**config.mk**
```make
export PLATFORM = sky130hd
export DESIGN_NAME = cmfr_front
export DESIGN_NICKNAME = d
export VERILOG_FILES = /design/src/rtl/core/cmfr_pkg.sv /design/src/rtl/core/cmfr_front.sv
export SDC_FILE = /design/constraint.sdc
export NUM_CORES = 1
export LEC_CHECK = 0
export BUFFER_PORTS_ARGS = -buffer_cell sky130_fd_sc_hd__buf_2
export CAP_MARGIN = 20
export CORE_UTILIZATION = 46
export DETAILED_ROUTE_END_ITERATION = 10
export GPL_TIMING_DRIVEN = 1
export PLACE_DENSITY = 0.71
export SYNTH_ARGS = -nofsm -noshare
export SYNTH_HDL_FRONTEND = slang
export SYNTH_SLANG_ARGS = --single-unit
```
**constraint.sdc**
```tcl
create_clock -name clk -period 12 [get_ports clk]
set_input_delay 1.2 -clock clk [delete_from_list [all_inputs] [get_ports clk]]
set_output_delay 1.2 -clock clk [all_outputs]
set_load 0.01 [all_outputs]
```
**src/rtl/core/cmfr_pkg.sv**
```systemverilog
// Shared types and constants for the CAN multi-frame reassembler.
package cmfr_pkg;

  localparam int SLOT_IDX_W = 4;
  localparam int COUNT_W = 9;
  localparam int LANES = 8;
  localparam logic [7:0] OWN_ADDR_RESET = 8'h20;
  localparam logic [7:0] MAGIC_B0 = 8'hAF;
  localparam logic [7:0] MAGIC_B1 = 8'hCB;

  typedef enum logic [1:0] {
    KIND_SINGLE = 2'd0,
    KIND_BEGIN  = 2'd1,
    KIND_MIDDLE = 2'd2,
    KIND_FINISH = 2'd3
  } frame_kind_t;

  typedef struct packed {
    logic [7:0]  target_addr;
    logic [7:0]  source_addr;
    frame_kind_t frame_kind;
    logic [3:0]  byte_count;
    logic [63:0] frame_data;
  } cmfr_frame_t;

  typedef struct packed {
    logic [7:0]  out_source;
    logic [63:0] out_word;
    logic [3:0]  out_bytes;
    logic        out_last;
  } cmfr_beat_t;

  typedef struct packed {
    logic [SLOT_IDX_W-1:0] slot;
    logic [7:0]            src;
    logic [COUNT_W-1:0]    wr_off;
    logic [3:0]            wr_len;
    logic [63:0]           wr_data;
    logic                  emit;
    logic [COUNT_W-1:0]    total;
  } cmfr_cmd_t;

  typedef enum logic [1:0] {
    BK_IDLE,
    BK_WRITE,
    BK_FETCH,
    BK_SEND
  } back_state_t;

endpackage

```
**src/rtl/core/cmfr_front.sv**
```systemverilog
// Front end: address filter, slot lookup and bookkeeping, command generation.
module cmfr_front import cmfr_pkg::*; #(
  parameter int SLOTS = 4,
  parameter int BUFFER_BYTES = 256
) (
  input  logic        clk,
  input  logic        rst,
  input  logic        cfg_wr_en,
  input  logic [7:0]  cfg_wr_data,
  input  logic        frame_valid,
  output logic        frame_ready,
  input  cmfr_frame_t frame,
  input  logic        q_full,
  output logic        push,
  output cmfr_cmd_t   cmd
);

  localparam int SLOT_W = (SLOTS > 1) ? $clog2(SLOTS) : 1;
  localparam int CNT_W = $clog2(BUFFER_BYTES + 1);

  logic [7:0]       own_address;
  logic [7:0]       slot_source [SLOTS];
  logic [CNT_W-1:0] slot_count [SLOTS];
  // Copies of buffer bytes 0 and 1 per slot, used for the header check.
  logic [7:0]       slot_b0 [SLOTS];
  logic [7:0]       slot_b1 [SLOTS];

  logic [SLOTS-1:0] match_vec;
  logic [SLOTS-1:0] free_vec;
  logic             hit;
  logic             free_any;
  logic [SLOT_W-1:0] hit_idx;
  logic [SLOT_W-1:0] free_idx;
  logic [SLOT_W-1:0] sel;
  logic             accept;
  logic             for_us;
  logic             usable;
  logic             claim;
  logic             is_start;
  logic             fits;
  logic             do_write;
  logic [3:0]       len;
  logic [CNT_W-1:0] cur_count;
  logic [CNT_W:0]   sum;
  logic [CNT_W-1:0] wr_off;
  logic [CNT_W-1:0] new_total;
  logic [7:0]       new_b0;
  logic [7:0]       new_b1;
  logic             magic;
  logic             emit;

  assign frame_ready = !q_full;
  assign accept = frame_valid && frame_ready;
  assign for_us = frame.target_addr == own_address;

  always_comb begin
    hit = 1'b0;
    free_any = 1'b0;
    hit_idx = '0;
    free_idx = '0;
    for (int i = 0; i < SLOTS; i++) begin
      match_vec[i] = slot_source[i] == frame.source_addr;
      free_vec[i] = slot_source[i] == 8'd0;
    end
    for (int i = SLOTS - 1; i >= 0; i--) begin
      if (match_vec[i]) begin
        hit = 1'b1;
        hit_idx = SLOT_W'(i);
      end
      if (free_vec[i]) begin
        free_any = 1'b1;
        free_idx = SLOT_W'(i);
      end
    end
  end

  always_comb begin
    sel = hit ? hit_idx : free_idx;
    claim = !hit && free_any;
    usable = for_us && (hit || free_any);
    len = (frame.byte_count > 4'd8) ? 4'd8 : frame.byte_count;
    is_start = frame.frame_kind inside {KIND_SINGLE, KIND_BEGIN};
    cur_count = slot_count[sel];
    sum = {1'b0, cur_count} + (CNT_W + 1)'(len);
    fits = sum <= (CNT_W + 1)'(BUFFER_BYTES);
    do_write = usable && (is_start || fits);
    wr_off = is_start ? '0 : cur_count;
    new_total = is_start ? CNT_W'(len) : sum[CNT_W-1:0];

    // A start frame zeroes the header copies of bytes it does not load.
    if (wr_off == '0 && len != 4'd0) begin
      new_b0 = frame.frame_data[7:0];
    end else if (is_start) begin
      new_b0 = 8'd0;
    end else begin
      new_b0 = slot_b0[sel];
    end
    if (wr_off == '0 && len > 4'd1) begin
      new_b1 = frame.frame_data[15:8];
    end else if (wr_off == CNT_W'(1) && len != 4'd0) begin
      new_b1 = frame.frame_data[7:0];
    end else if (is_start) begin
      new_b1 = 8'd0;
    end else begin
      new_b1 = slot_b1[sel];
    end

    magic = new_b0 == MAGIC_B0 && new_b1 == MAGIC_B1;
    emit = do_write && magic && new_total != '0 &&
           (frame.frame_kind == KIND_SINGLE || frame.frame_kind == KIND_FINISH);
    push = accept && do_write && (len != 4'd0 || emit);

    cmd.slot = SLOT_IDX_W'(sel);
    cmd.src = frame.source_addr;
    cmd.wr_off = COUNT_W'(wr_off);
    cmd.wr_len = len;
    cmd.wr_data = frame.frame_data;
    cmd.emit = emit;
    cmd.total = COUNT_W'(new_total);
  end

  always_ff @(posedge clk) begin
    if (rst) begin
      own_address <= OWN_ADDR_RESET;
      for (int i = 0; i < SLOTS; i++) begin
        slot_source[i] <= 8'd0;
        slot_count[i] <= '0;
        slot_b0[i] <= 8'd0;
        slot_b1[i] <= 8'd0;
      end
    end else begin
      if (cfg_wr_en) begin
        own_address <= cfg_wr_data;
      end
      if (accept && usable) begin
        // A finish that lands frees the slot, even one it has just claimed.
        if (do_write && frame.frame_kind == KIND_FINISH) begin
          slot_source[sel] <= 8'd0;
        end else if (claim) begin
          slot_source[sel] <= frame.source_addr;
        end
        if (do_write) begin
          slot_b0[sel] <= new_b0;
          slot_b1[sel] <= new_b1;
          if (frame.frame_kind == KIND_FINISH) begin
            slot_count[sel] <= '0;
          end else begin
            slot_count[sel] <= new_total;
          end
        end
      end
    end
  end

  // Nonzero sources are claimed only when unmatched, so at most one slot holds each.
  a_unique_source: assert property (@(posedge clk) disable iff (rst)
    (frame.source_addr != 8'd0) |-> $onehot0(match_vec))
    else $error("two slots hold the same source address");

endmodule

```
==> flow_summary.toml <==
[yosys]
synthCells = 781
async_reset_ff_share_pct = 0
synth-seq-cells = 140
synth_top_area_share_pct = 47.6
yosysMostFrequentCell = "edfxtp_1"
synth_edf_count = 132
synth_cell_types = 64
ys_seq_area_share_pct = 49.6
syn_area_per_cell_sq_um = 10.7
ys.warnings.count = 0
syn_area_sq_mm = 0.00832
ys_top_cells_by_count = "edfxtp_1, nor2_1, buf_4, nand2_1, inv_1"
yosysTopAreaCell = "edfxtp_1"
synth_area_leaders = "edfxtp_1, buf_4, mux2i_1"
synthFlopType = "edfxtp_1"

[pwr]
p_per_area_mw_per_mm2 = 138
combPwrFrac_pct = 11.6
peakVddDrop_v = 0.000103
p_int_w = 0.000950
switchingPower_w = 0.000305
p_seq_share_pct = 44.4
swShare_pct = 24.3
leakage_nw = 3.99
pwr-share-clk_pct = 43.9

[finish]
n_fill_cell = 1507
multiInputGateArea_sq_mm = 0.00328
final_util_pct = 51.9
diodes = 0
drive_gt1_share_pct = 23.3
nets = 904
ff_latch_area_sq_mm = 0.00412
area_growth_pct = 8.96

[die]
rows = 48
start_util_pct = 47.6
dieArea_sq_mm = 0.0186
top_level_ports = 200
core_area_sq_mm = 0.0175
fp.dieW_um = 136
die_y_um = 136

[grt]
antenna_found_initial = 0
overflow = 0
grt_pass1_vias = 5592
grt_max_degree = 33
grt.total_usage_pct = 22.4
grt_pass1_wl_um = 30600

[sta]
finClkSkew_ns = 0.0101
finalSetupTns_ns = 0
tightestPinTransition_ns = 1.09
slew_headroom_pct = 27.3
min_period_ns = 7.73
worst_hold_slack_ns = 0.519
hold_violations = 0
fmax_mhz = 129
slew_violations = 0
rsz0062_at_grt = "no"
finalCritPeriodShare_pct = 64.4
final-setup-viol-count = 0

[setup_path]
crit_path_start_kind = "primary input"
crit_start = "frame[76]"
end_kind = "output pin"
path_max_fanout = 27
r2r_end = "slot_b1[1][7]"
worstReg2RegStart = "slot_source[0][6]"
regToRegSetupSlack_ns = 5.16
crit_type = "primary input to output pin"
critPathRequiredTime_ns = 10.80
cp.arrival_ns = 6.53
reg2regPathDepth = 16

[min_path]
min_to = "own_address[4]"
hold_depth = 2
hold_start = "own_address[4]"
min_path_type = "flip-flop to flip-flop"

[clock_tree]
cts_sinks = 140
cts_buffer_depth = 2
cts.clk_slew.worst_paths_ns = 0.06
postCtsSetupBuffers = 0
post_cts_resized = 0
cts_tree = "yes"
cts_root_buffer = "clkbuf_16"
htreeDepth = 4
cts_buffers = 17
insertion_delay_ns = 0.43
hold_buffers = 0

[detailed_routing]
first_pass_iters = 5
drc = 0
dr.first_iter.drc_count = 406
ant_nets = 0
vias = 5790
vias_per_cell = 5.59
wirelength_um = 19800
wire_per_inst_um = 19.2

[placed_design]
port_buffers = 101
hpwl_um = 14100
place.gp.congestion = 0.910

[run_status]
status = "complete, no violations"

[run]
maxCapViolCount = 0
cell families after synthesis:
group / after synthesis / share of synthesized area [%]
and+or+nand+nor: 287 / 17.2
buffers and inverters: 163 / 11.2
DFF: 140 / 49.6
AOI/OAI and AO/OA: 75 / 7.05
muxes: 59 / 8.63
xor gates and xnor gates: 48 / 5.05
adders and majority gates: 8 / 1.29
other: 1 / 0.0451
metrics by stage:
stage               cells  instance area (sq um)  setup slack (ns)  power (W)
floorplan             782                   8320              5.12   0.000681
global placement     1003                   8440              4.57   0.000709
detailed placement   1003                   8440              4.38   0.000711
CTS                  1035                   9060              4.39    0.00126
global route         1035                   9060              3.79    0.00129
finish               1035                   9060              4.27    0.00125
critical path, stage by stage:
cell       delay, ns
buf_2           0.17
xor2_1          0.16
nor4_1          0.38
and2_1          0.51
a311o_1         0.35
inv_2           0.32
a221oi_1        0.61
fa_1            0.32
a21oi_1         0.07
o21ai_0         0.35
o2111ai_1       0.28
or3_1           0.45
xnor2_1         0.15
nand2_1         0.16
inv_1           0.17
nor3_1          0.09
a211oi_1        0.27
nand4_1         0.16
a21oi_1         0.19
buf_2           0.16
per-layer routing:
metal  routed length (um)  vias up  track usage (%)
met1                 8550     2796             30.0
met5                    0        -                0
met2                 9410      264             35.3
met3                 1510       28             4.47
met4                  353        0             9.20
li1                     -     2702                -
registers in the layout (all words and copies together), names as in the netlist:
| signal | flops |
|---|---|
| slot_source | 32 |
| slot_b0 | 32 |
| own_address | 8 |
| slot_b1 | 32 |
| slot_count | 36 |
placed cells by master (no fill, tap or decap), types with 10 or more instances in the layout:
| cell | n |
|---|---|
| edfxtp_1 | 132 |
| xnor2_1 | 13 |
| inv_1 | 48 |
| and2_1 | 20 |
| nand2_1 | 49 |
| nor3_1 | 14 |
| mux4_2 | 10 |
| nor2_1 | 97 |
| buf_2 | 101 |
| o21ai_0 | 10 |
| clkbuf_16 | 17 |
| nor4_1 | 20 |
| and3_1 | 25 |
| or2_2 | 12 |
| xor2_1 | 35 |
| nor2_2 | 10 |
| mux2i_1 | 47 |
worst max path at each step:
stage / cells past startpoint / end / slack [ns]
after global routing: 20 / push / 3.79
after floorplan: 22 / push / 5.12
final: 20 / push / 4.27
after CTS: 20 / push / 4.39
after detailed placement: 17 / slot_b1[1][1] / 4.38
after global placement: 17 / slot_b0[1][4] / 4.57
power groups by stage:
| stage | combinational (W) | sequential [W] | clock [W] |
|---|---|---|---|
| floorplan | 0.000116 | 0.000565 | 0 |
| global placement | 0.000142 | 0.000567 | 0 |
| detailed placement | 0.000144 | 0.000568 | 0 |
| CTS | 0.000145 | 0.000558 | 0.000556 |
| global route | 0.000159 | 0.000559 | 0.000575 |
| finish | 0.000146 | 0.000558 | 0.000551 |
layout make-up:
cell class	instances	share of cell area (%)
clock buffer	17	4.69
clock inverter	15	2.17
inverter	49	2.03
multi-input combinational	479	36.2
sequential	140	45.5
tap	225	3.11
timing repair buffer	110	6.32
(Power assumes the default switching activity.)
