**src/rtl/core/cmfr_pkg.sv**
```systemverilog
// Shared types and constants for the CAN multi-frame reassembler.
package cmfr_pkg;

  localparam int SLOT_IDX_W = 4;
  localparam int COUNT_W = 9;
  localparam int LANES = 8;
  localparam logic [7:0] OWN_ADDR_RESET = 8'h20;
  localparam logic [7:0] MAGIC_B0 = 8'hAF;
  localparam logic [7:0] MAGIC_B1 = 8'hCB;

  typedef enum logic [1:0] {
    KIND_SINGLE = 2'd0,
    KIND_BEGIN  = 2'd1,
    KIND_MIDDLE = 2'd2,
    KIND_FINISH = 2'd3
  } frame_kind_t;

  typedef struct packed {
    logic [7:0]  target_addr;
    logic [7:0]  source_addr;
    frame_kind_t frame_kind;
    logic [3:0]  byte_count;
    logic [63:0] frame_data;
  } cmfr_frame_t;

  typedef struct packed {
    logic [7:0]  out_source;
    logic [63:0] out_word;
    logic [3:0]  out_bytes;
    logic        out_last;
  } cmfr_beat_t;

  typedef struct packed {
    logic [SLOT_IDX_W-1:0] slot;
    logic [7:0]            src;
    logic [COUNT_W-1:0]    wr_off;
    logic [3:0]            wr_len;
    logic [63:0]           wr_data;
    logic                  emit;
    logic [COUNT_W-1:0]    total;
  } cmfr_cmd_t;

  typedef enum logic [1:0] {
    BK_IDLE,
    BK_WRITE,
    BK_FETCH,
    BK_SEND
  } back_state_t;

endpackage

```
**src/rtl/core/cmfr_queue.sv**
```systemverilog
// Two-entry command queue between the front end and the back end.
module cmfr_queue import cmfr_pkg::*; (
  input  logic      clk,
  input  logic      rst,
  input  logic      push,
  input  cmfr_cmd_t push_cmd,
  output logic      full,
  input  logic      pop,
  output logic      empty,
  output cmfr_cmd_t head
);

  localparam int DEPTH = 2;
  localparam int PTR_W = $clog2(DEPTH);

  cmfr_cmd_t        entries [DEPTH];
  logic [PTR_W-1:0] wr_ptr;
  logic [PTR_W-1:0] rd_ptr;
  logic [PTR_W:0]   fill;

  assign full = fill == (PTR_W + 1)'(DEPTH);
  assign empty = fill == '0;
  assign head = entries[rd_ptr];

  always_ff @(posedge clk) begin
    if (push) begin
      entries[wr_ptr] <= push_cmd;
    end
  end

  always_ff @(posedge clk) begin
    if (rst) begin
      wr_ptr <= '0;
      rd_ptr <= '0;
      fill <= '0;
    end else begin
      if (push) begin
        wr_ptr <= (wr_ptr == PTR_W'(DEPTH - 1)) ? '0 : wr_ptr + PTR_W'(1);
      end
      if (pop) begin
        rd_ptr <= (rd_ptr == PTR_W'(DEPTH - 1)) ? '0 : rd_ptr + PTR_W'(1);
      end
      if (push && !pop) begin
        fill <= fill + (PTR_W + 1)'(1);
      end else if (pop && !push) begin
        fill <= fill - (PTR_W + 1)'(1);
      end
    end
  end

  a_no_overrun: assert property (@(posedge clk) disable iff (rst)
    !(push && full && !pop) && !(pop && empty))
    else $error("command queue overrun or underrun");

endmodule

```
**config.mk**
```make
export PLATFORM = sky130hd
export DESIGN_NAME = cmfr_queue
export DESIGN_NICKNAME = d
export VERILOG_FILES = /design/src/rtl/core/cmfr_pkg.sv /design/src/rtl/core/cmfr_queue.sv
export SDC_FILE = /design/constraint.sdc
export NUM_CORES = 1
export LEC_CHECK = 0
export ABC_AREA = 0
export BUFFER_PORTS_ARGS = -buffer_cell sky130_fd_sc_hd__buf_2
export CAP_MARGIN = 10
export CORE_MARGIN = 2
export CORE_UTILIZATION = 56
export CTS_CLUSTER_SIZE = 16
export DETAILED_ROUTE_END_ITERATION = 7
export GPL_ROUTABILITY_DRIVEN = 0
export PLACE_DENSITY = 0.85
export SLEW_MARGIN = 20
export SYNTH_ARGS = -nofsm -noshare
export SYNTH_HDL_FRONTEND = slang
export SYNTH_SLANG_ARGS = --single-unit
```
**constraint.sdc**
```tcl
create_clock -name clk -period 19.9 [get_ports clk]
set_clock_uncertainty 0.1 [all_clocks]
set_input_delay 5.97 -clock clk [delete_from_list [all_inputs] [get_ports clk]]
set_output_delay 5.97 -clock clk [all_outputs]
set_load 0.05 [all_outputs]
```
==> impl_metrics.ini, run 1 <==
[synth]
synth_nets = 434
seq_area_frac_synth_pct = 81.95
ys_types = 16
synthCells = 330
synth_area_sq_um = 7377
syn_avg_cell_area_sq_um = 22.35
yosysWarnings = 0
ys_ff_latch = 203

[power_and_ir_drop]
intPower_mw = 0.7648
p_per_area_nw_per_um2 = 112.2
switching_share_pct = 26.16
comb_power_share_pct = 16.2
p_total_mw = 1.036
p_seq_share_pct = 49.2
ir_worst_vdd_mv = 0.09252
p_switching_mw = 0.2709
power.leakage_nw = 3.507
pwr-share-clk_pct = 34.6

[clocking]
root_buffer = clkbuf_16
cts_buffers = 20
clkSinkCount = 203
cts.htree.levels = 1
cts.clk_slew.worst_paths_ns = 0.06
cts_resized = 0
tritoncts = built
max-clock-path-buffers = 3
clock_latency_ns = 0.47
ctsHoldBuffers = 0
postCtsSetupBuffers = 0

[timing]
rsz0062_at_grt = false
worstMarginPinSlew_ns = 0.7560
final-hold-violation-count = 0
max_freq_mhz = 114.9
maxSlewHeadroom_pct = 49.60
finalSetupTns_ns = 0
min_period_ns = 8.703
worst_hold_slack_ns = 0.4061
finalMaxSlewViolations = 0
setup_viol = 0
fin_crit_sh_pct = 43.74

[critical_path]
critPathCaptureType = output port
cp_max_fo = 51
reg2regPathDepth = 2
reg2reg_to = entries[1][94]
crit_type = flip-flop to output port
timing.rr.start = wr_ptr
cp-start-kind = flip-flop
arrival_ns = 2.63
required_ns = 13.83
reg2reg_slack_ns = 17.68

[place]
portBuffers = 203
dp_hpwl_um = 8623
dpl.cell_count = 698

[hold_path]
holdCritPathClass = flip-flop to flip-flop
holdPathStages = 2
worst_hold_path.endpoint = fill[1]
min_from = fill[1]

[layout]
final_cells = 734
layout.nets = 652
synthToLayoutAreaGrowth_pct = 25.14
layout_commonest_cell = buf_2
layout_common_cells = buf_2 (203), edfxtp_1 (198), mux2_2 (89)
drive_gt1_share_pct = 60.25

[floorplan]
dieArea_sq_um = 14110
rows = 41
dieWidth_um = 118.8
core_sq_um = 12720
dieHeight_um = 118.8
num_io_pins = 204
initial_core_util_pct = 57.99

[global_route]
antenna_found_initial = 2
grt_usage_pct = 18.18
grt.overflow.total = 0
grt_max_degree = 59
grt_pass1_wl_um = 20200
grt_pass1_vias = 4041

[routing]
via_count = 3761
drtAntennaViolNets = 0
first_iter_violations = 219
first_pass_iters = 4
drcViolationCount = 0
vias_per_cell = 5.124
drt_wl_total_um = 13040
wire_per_inst_um = 17.76

[flow_run]
drv_cap = 0

[outcome]
status = finished, final reports clean
[state kept, by name (all words and copies together) (netlist names), named ones only]
signal,count
entries,198
fill,2
wr_ptr,1
rd_ptr,1
[synth_stat cells]
library cell / instances / area share [%]
inv_1: 1 / 0.051
nor2b_1: 2 / 0.17
dfxtp_1: 5 / 1.4
o21ai_0: 1 / 0.068
ha_1: 1 / 0.17
buf_2: 8 / 0.54
edfxtp_1: 198 / 81
xor2_1: 2 / 0.24
buf_6: 3 / 0.46
nor2_1: 5 / 0.25
and2_1: 1 / 0.085
xnor2_1: 2 / 0.24
or3_1: 1 / 0.085
mux2_2: 89 / 14
mux2_4: 10 / 2.0
a21oi_1: 1 / 0.068
[logic make-up (layout without fill, tap and decap cells)]
group / Yosys count / count (layout) / share of synthesized area [%]
xor gates and xnor gates: 4 / 4 / 0.4750
muxes: 99 / 99 / 15.62
AOI/OAI and AO/OA: 2 / 2 / 0.1356
and+or+nand+nor: 9 / 9 / 0.5937
other: 0 / 1 / 0
adders and majority gates: 1 / 1 / 0.1696
DFF: 203 / 203 / 81.95
buffers and inverters: 12 / 243 / 1.052
[metrics by stage]
step	setup slack [ns]	cell area, sq um	utilization, %
after detailed placement	11.68	8591	67.53
after floorplan	8.951	7377	-
after global placement	11.54	8571	67.37
after global routing	11.06	9229	72.54
final	11.20	9231	72.56
after CTS	11.18	9229	72.54
[critical path, cell delays in order, from the launching register on]
cell,delay (ns)
dfxtp_4,0.78
buf_4,0.68
mux2_2,0.42
buf_2,0.21
[layout make-up]
type                            instances  area [sq um]
Antenna cell                            1         2.502
Clock buffer                           24         536.8
Clock inverter                         11         101.3
Fill cell                             792          3491
Inverter                                1         3.754
Multi-Input combinational cell        115          1264
Sequential cell                       203          6050
Tap cell                              172         215.2
Timing Repair Buffer                  207          1059
[power groups by stage]
stage	Combinational (mW)	Sequential, mW	Clock [mW]
after floorplan	0.131	0.515	0
after global placement	0.165	0.517	0
after detailed placement	0.169	0.519	0
after CTS	0.170	0.510	0.365
after global routing	0.176	0.512	0.381
final	0.168	0.509	0.358
[worst max-delay path by stage]
stage,from,slack [ns],depth (start not counted),end
detailed placement,flip-flop,11.68,3,head[55]
finish,flip-flop,11.20,3,head[55]
floorplan,push,8.95,1,entries[0][0]
global placement,push,11.54,3,entries[0][25]
global route,flip-flop,11.06,3,head[55]
CTS,flip-flop,11.18,3,head[37]
[routing by layer]
layer  vias up  GRT usage (%)  routed length [um]
li1       1744              -                   -
met1      1838          21.61                4857
met2       157          31.82                6628
met3        20          6.371                1286
met4         2          4.241                 249
met5         -              0                  13
Note: power is estimated with default switching activity, not from simulation.
==> inputs of run 2 (changes only) <==
Settings changed: CORE_UTILIZATION 56 to 47, PLACE_DENSITY 0.85 to 0.76.
Clock period 19.9 ns to 7.03 ns, I/O delays scaled along.
==> impl_metrics.ini, run 2 (synthesis gave the netlist of run 1 again) <==
[outcome]
status = finished, final reports clean

[layout]
layout.nets = 653
biggestRegsByFlops = entries (198), fill (2)
drive_gt1_share_pct = 59.36
final_cells = 772
layout_commonest_cell = buf_2
largest_register_ffs = 198
diodes = 0
fill_cells = 1145
largest-register = entries
synthToLayoutAreaGrowth_pct = 24.83
layout_common_cells = buf_2 (203), edfxtp_1 (198), mux2_2 (89)

[power_and_ir_drop]
power.leakage_nw = 3.468
comb_power_share_pct = 16.5
ir_worst_vdd_mv = 0.2013
switching_share_pct = 26.84
p_total_mw = 2.868
intPower_mw = 2.098
p_per_area_nw_per_um2 = 311.4
pwr-share-clk_pct = 33.2
p_switching_mw = 0.7697
p_seq_share_pct = 50.4

[timing]
fin_crit_sh_pct = 68.32
maxSlewHeadroom_pct = 45.02
worstMarginPinSlew_ns = 0.8248
max_freq_mhz = 208.2
finalWorstSetupSlack_ns = 2.227
finalSetupTns_ns = 0
setup_viol = 0
finalMaxSlewViolations = 0
final-hold-violation-count = 0
worst_hold_slack_ns = 0.4088
rsz0062_at_grt = false
min_period_ns = 4.803

[floorplan]
num_io_pins = 204
initial_core_util_pct = 48.35
rows = 45
dieWidth_um = 129.3
dieArea_sq_um = 16710
core_sq_um = 15260
dieHeight_um = 129.3

[routing]
vias_per_cell = 4.846
wire_per_inst_um = 17.27
drcViolationCount = 0
first_iter_violations = 219
via_count = 3741
first_pass_iters = 4
drt_wl_total_um = 13330
drtAntennaViolNets = 0

[clocking]
cts.clk_slew.worst_paths_ns = 0.06
clkSinkCount = 203
ctsHoldBuffers = 0
cts_buffers = 21
clock_latency_ns = 0.47
cts_resized = 0
cts.htree.levels = 1
postCtsSetupBuffers = 0
max-clock-path-buffers = 3
tritoncts = built
root_buffer = clkbuf_16

[global_route]
grt.overflow.total = 0
grt_max_degree = 65
grt_pass1_wl_um = 19760
grt_pass1_vias = 3908
grt_usage_pct = 15.32
antenna_found_initial = 0

[critical_path]
cp-start-kind = flip-flop
reg2reg_slack_ns = 4.78
reg2regPathDepth = 2
cp_max_fo = 64
critPathCaptureType = output port
reg2reg_to = entries[1][16]
timing.rr.start = wr_ptr
crit_type = flip-flop to output port
required_ns = 4.82
arrival_ns = 2.59

[place]
portBuffers = 203
dp_hpwl_um = 8677
place_ws_ns = 2.666
dpl.cell_count = 737

[hold_path]
min_from = fill[1]
holdCritPathClass = flip-flop to flip-flop
worst_hold_path.endpoint = fill[1]
holdPathStages = 2

[flow_run]
drv_cap = 0
==> run 2: cell types whose count changed in the layout (fill, tap and decap cells not counted), sizes merged <==
cell / before / now
bufinv: 2 / 0
clkbuf: 24 / 30
clkinv: 9 / 5
diode: 1 / 0
==> run 2: area by class of cell <==
class	instances	area, sq um	area share [%]
clock inverter	5	22.52	0.2446
timing repair buffer	207	1046	11.36
clock buffer	30	559.3	6.073
tap	211	264.0	2.867
multi-input combinational	115	1264	13.72
inverter	1	3.754	0.04076
sequential	203	6050	65.69
==> run 2: stage by stage <==
step | utilization (%) | cell area, sq um
after detailed placement | 56.54 | 8627
final | 60.35 | 9209
after global routing | 60.35 | 9209
after CTS | 60.35 | 9209
after global placement | 56.54 | 8627
after floorplan | - | 7380
==> run 2: worst max-delay path by stage <==
stage,start,end,slack (ns),cells after the start
after floorplan,push,entries[0][0],1.80,1
after global placement,flip-flop,head[94],2.72,3
after detailed placement,flip-flop,head[7],2.67,3
after CTS,flip-flop,head[4],2.16,3
after global routing,flip-flop,head[4],2.05,3
final,flip-flop,head[7],2.23,3
==> run 2: routing by layer <==
metal	global-route usage, %	wire length (um)	up-vias
met5	0	0	-
met4	4.668	267	0
met3	4.624	1076	24
met2	26.93	6763	147
met1	18.22	5227	1832
li1	-	-	1738
==> run 2: worst max-delay path, stage by stage (launching register included) <==
cell	delay, ns
dfxtp_4	0.89
buf_4	0.58
mux2_2	0.40
buf_2	0.21
==> run 2: power by group through the flow <==
stage | Combinational (mW) | Clock (mW) | Sequential, mW
after detailed placement | 0.475 | 0 | 1.47
after global placement | 0.468 | 0 | 1.47
final | 0.473 | 0.951 | 1.44
after global routing | 0.494 | 1.02 | 1.45
after floorplan | 0.372 | 0 | 1.45
after CTS | 0.477 | 0.982 | 1.45
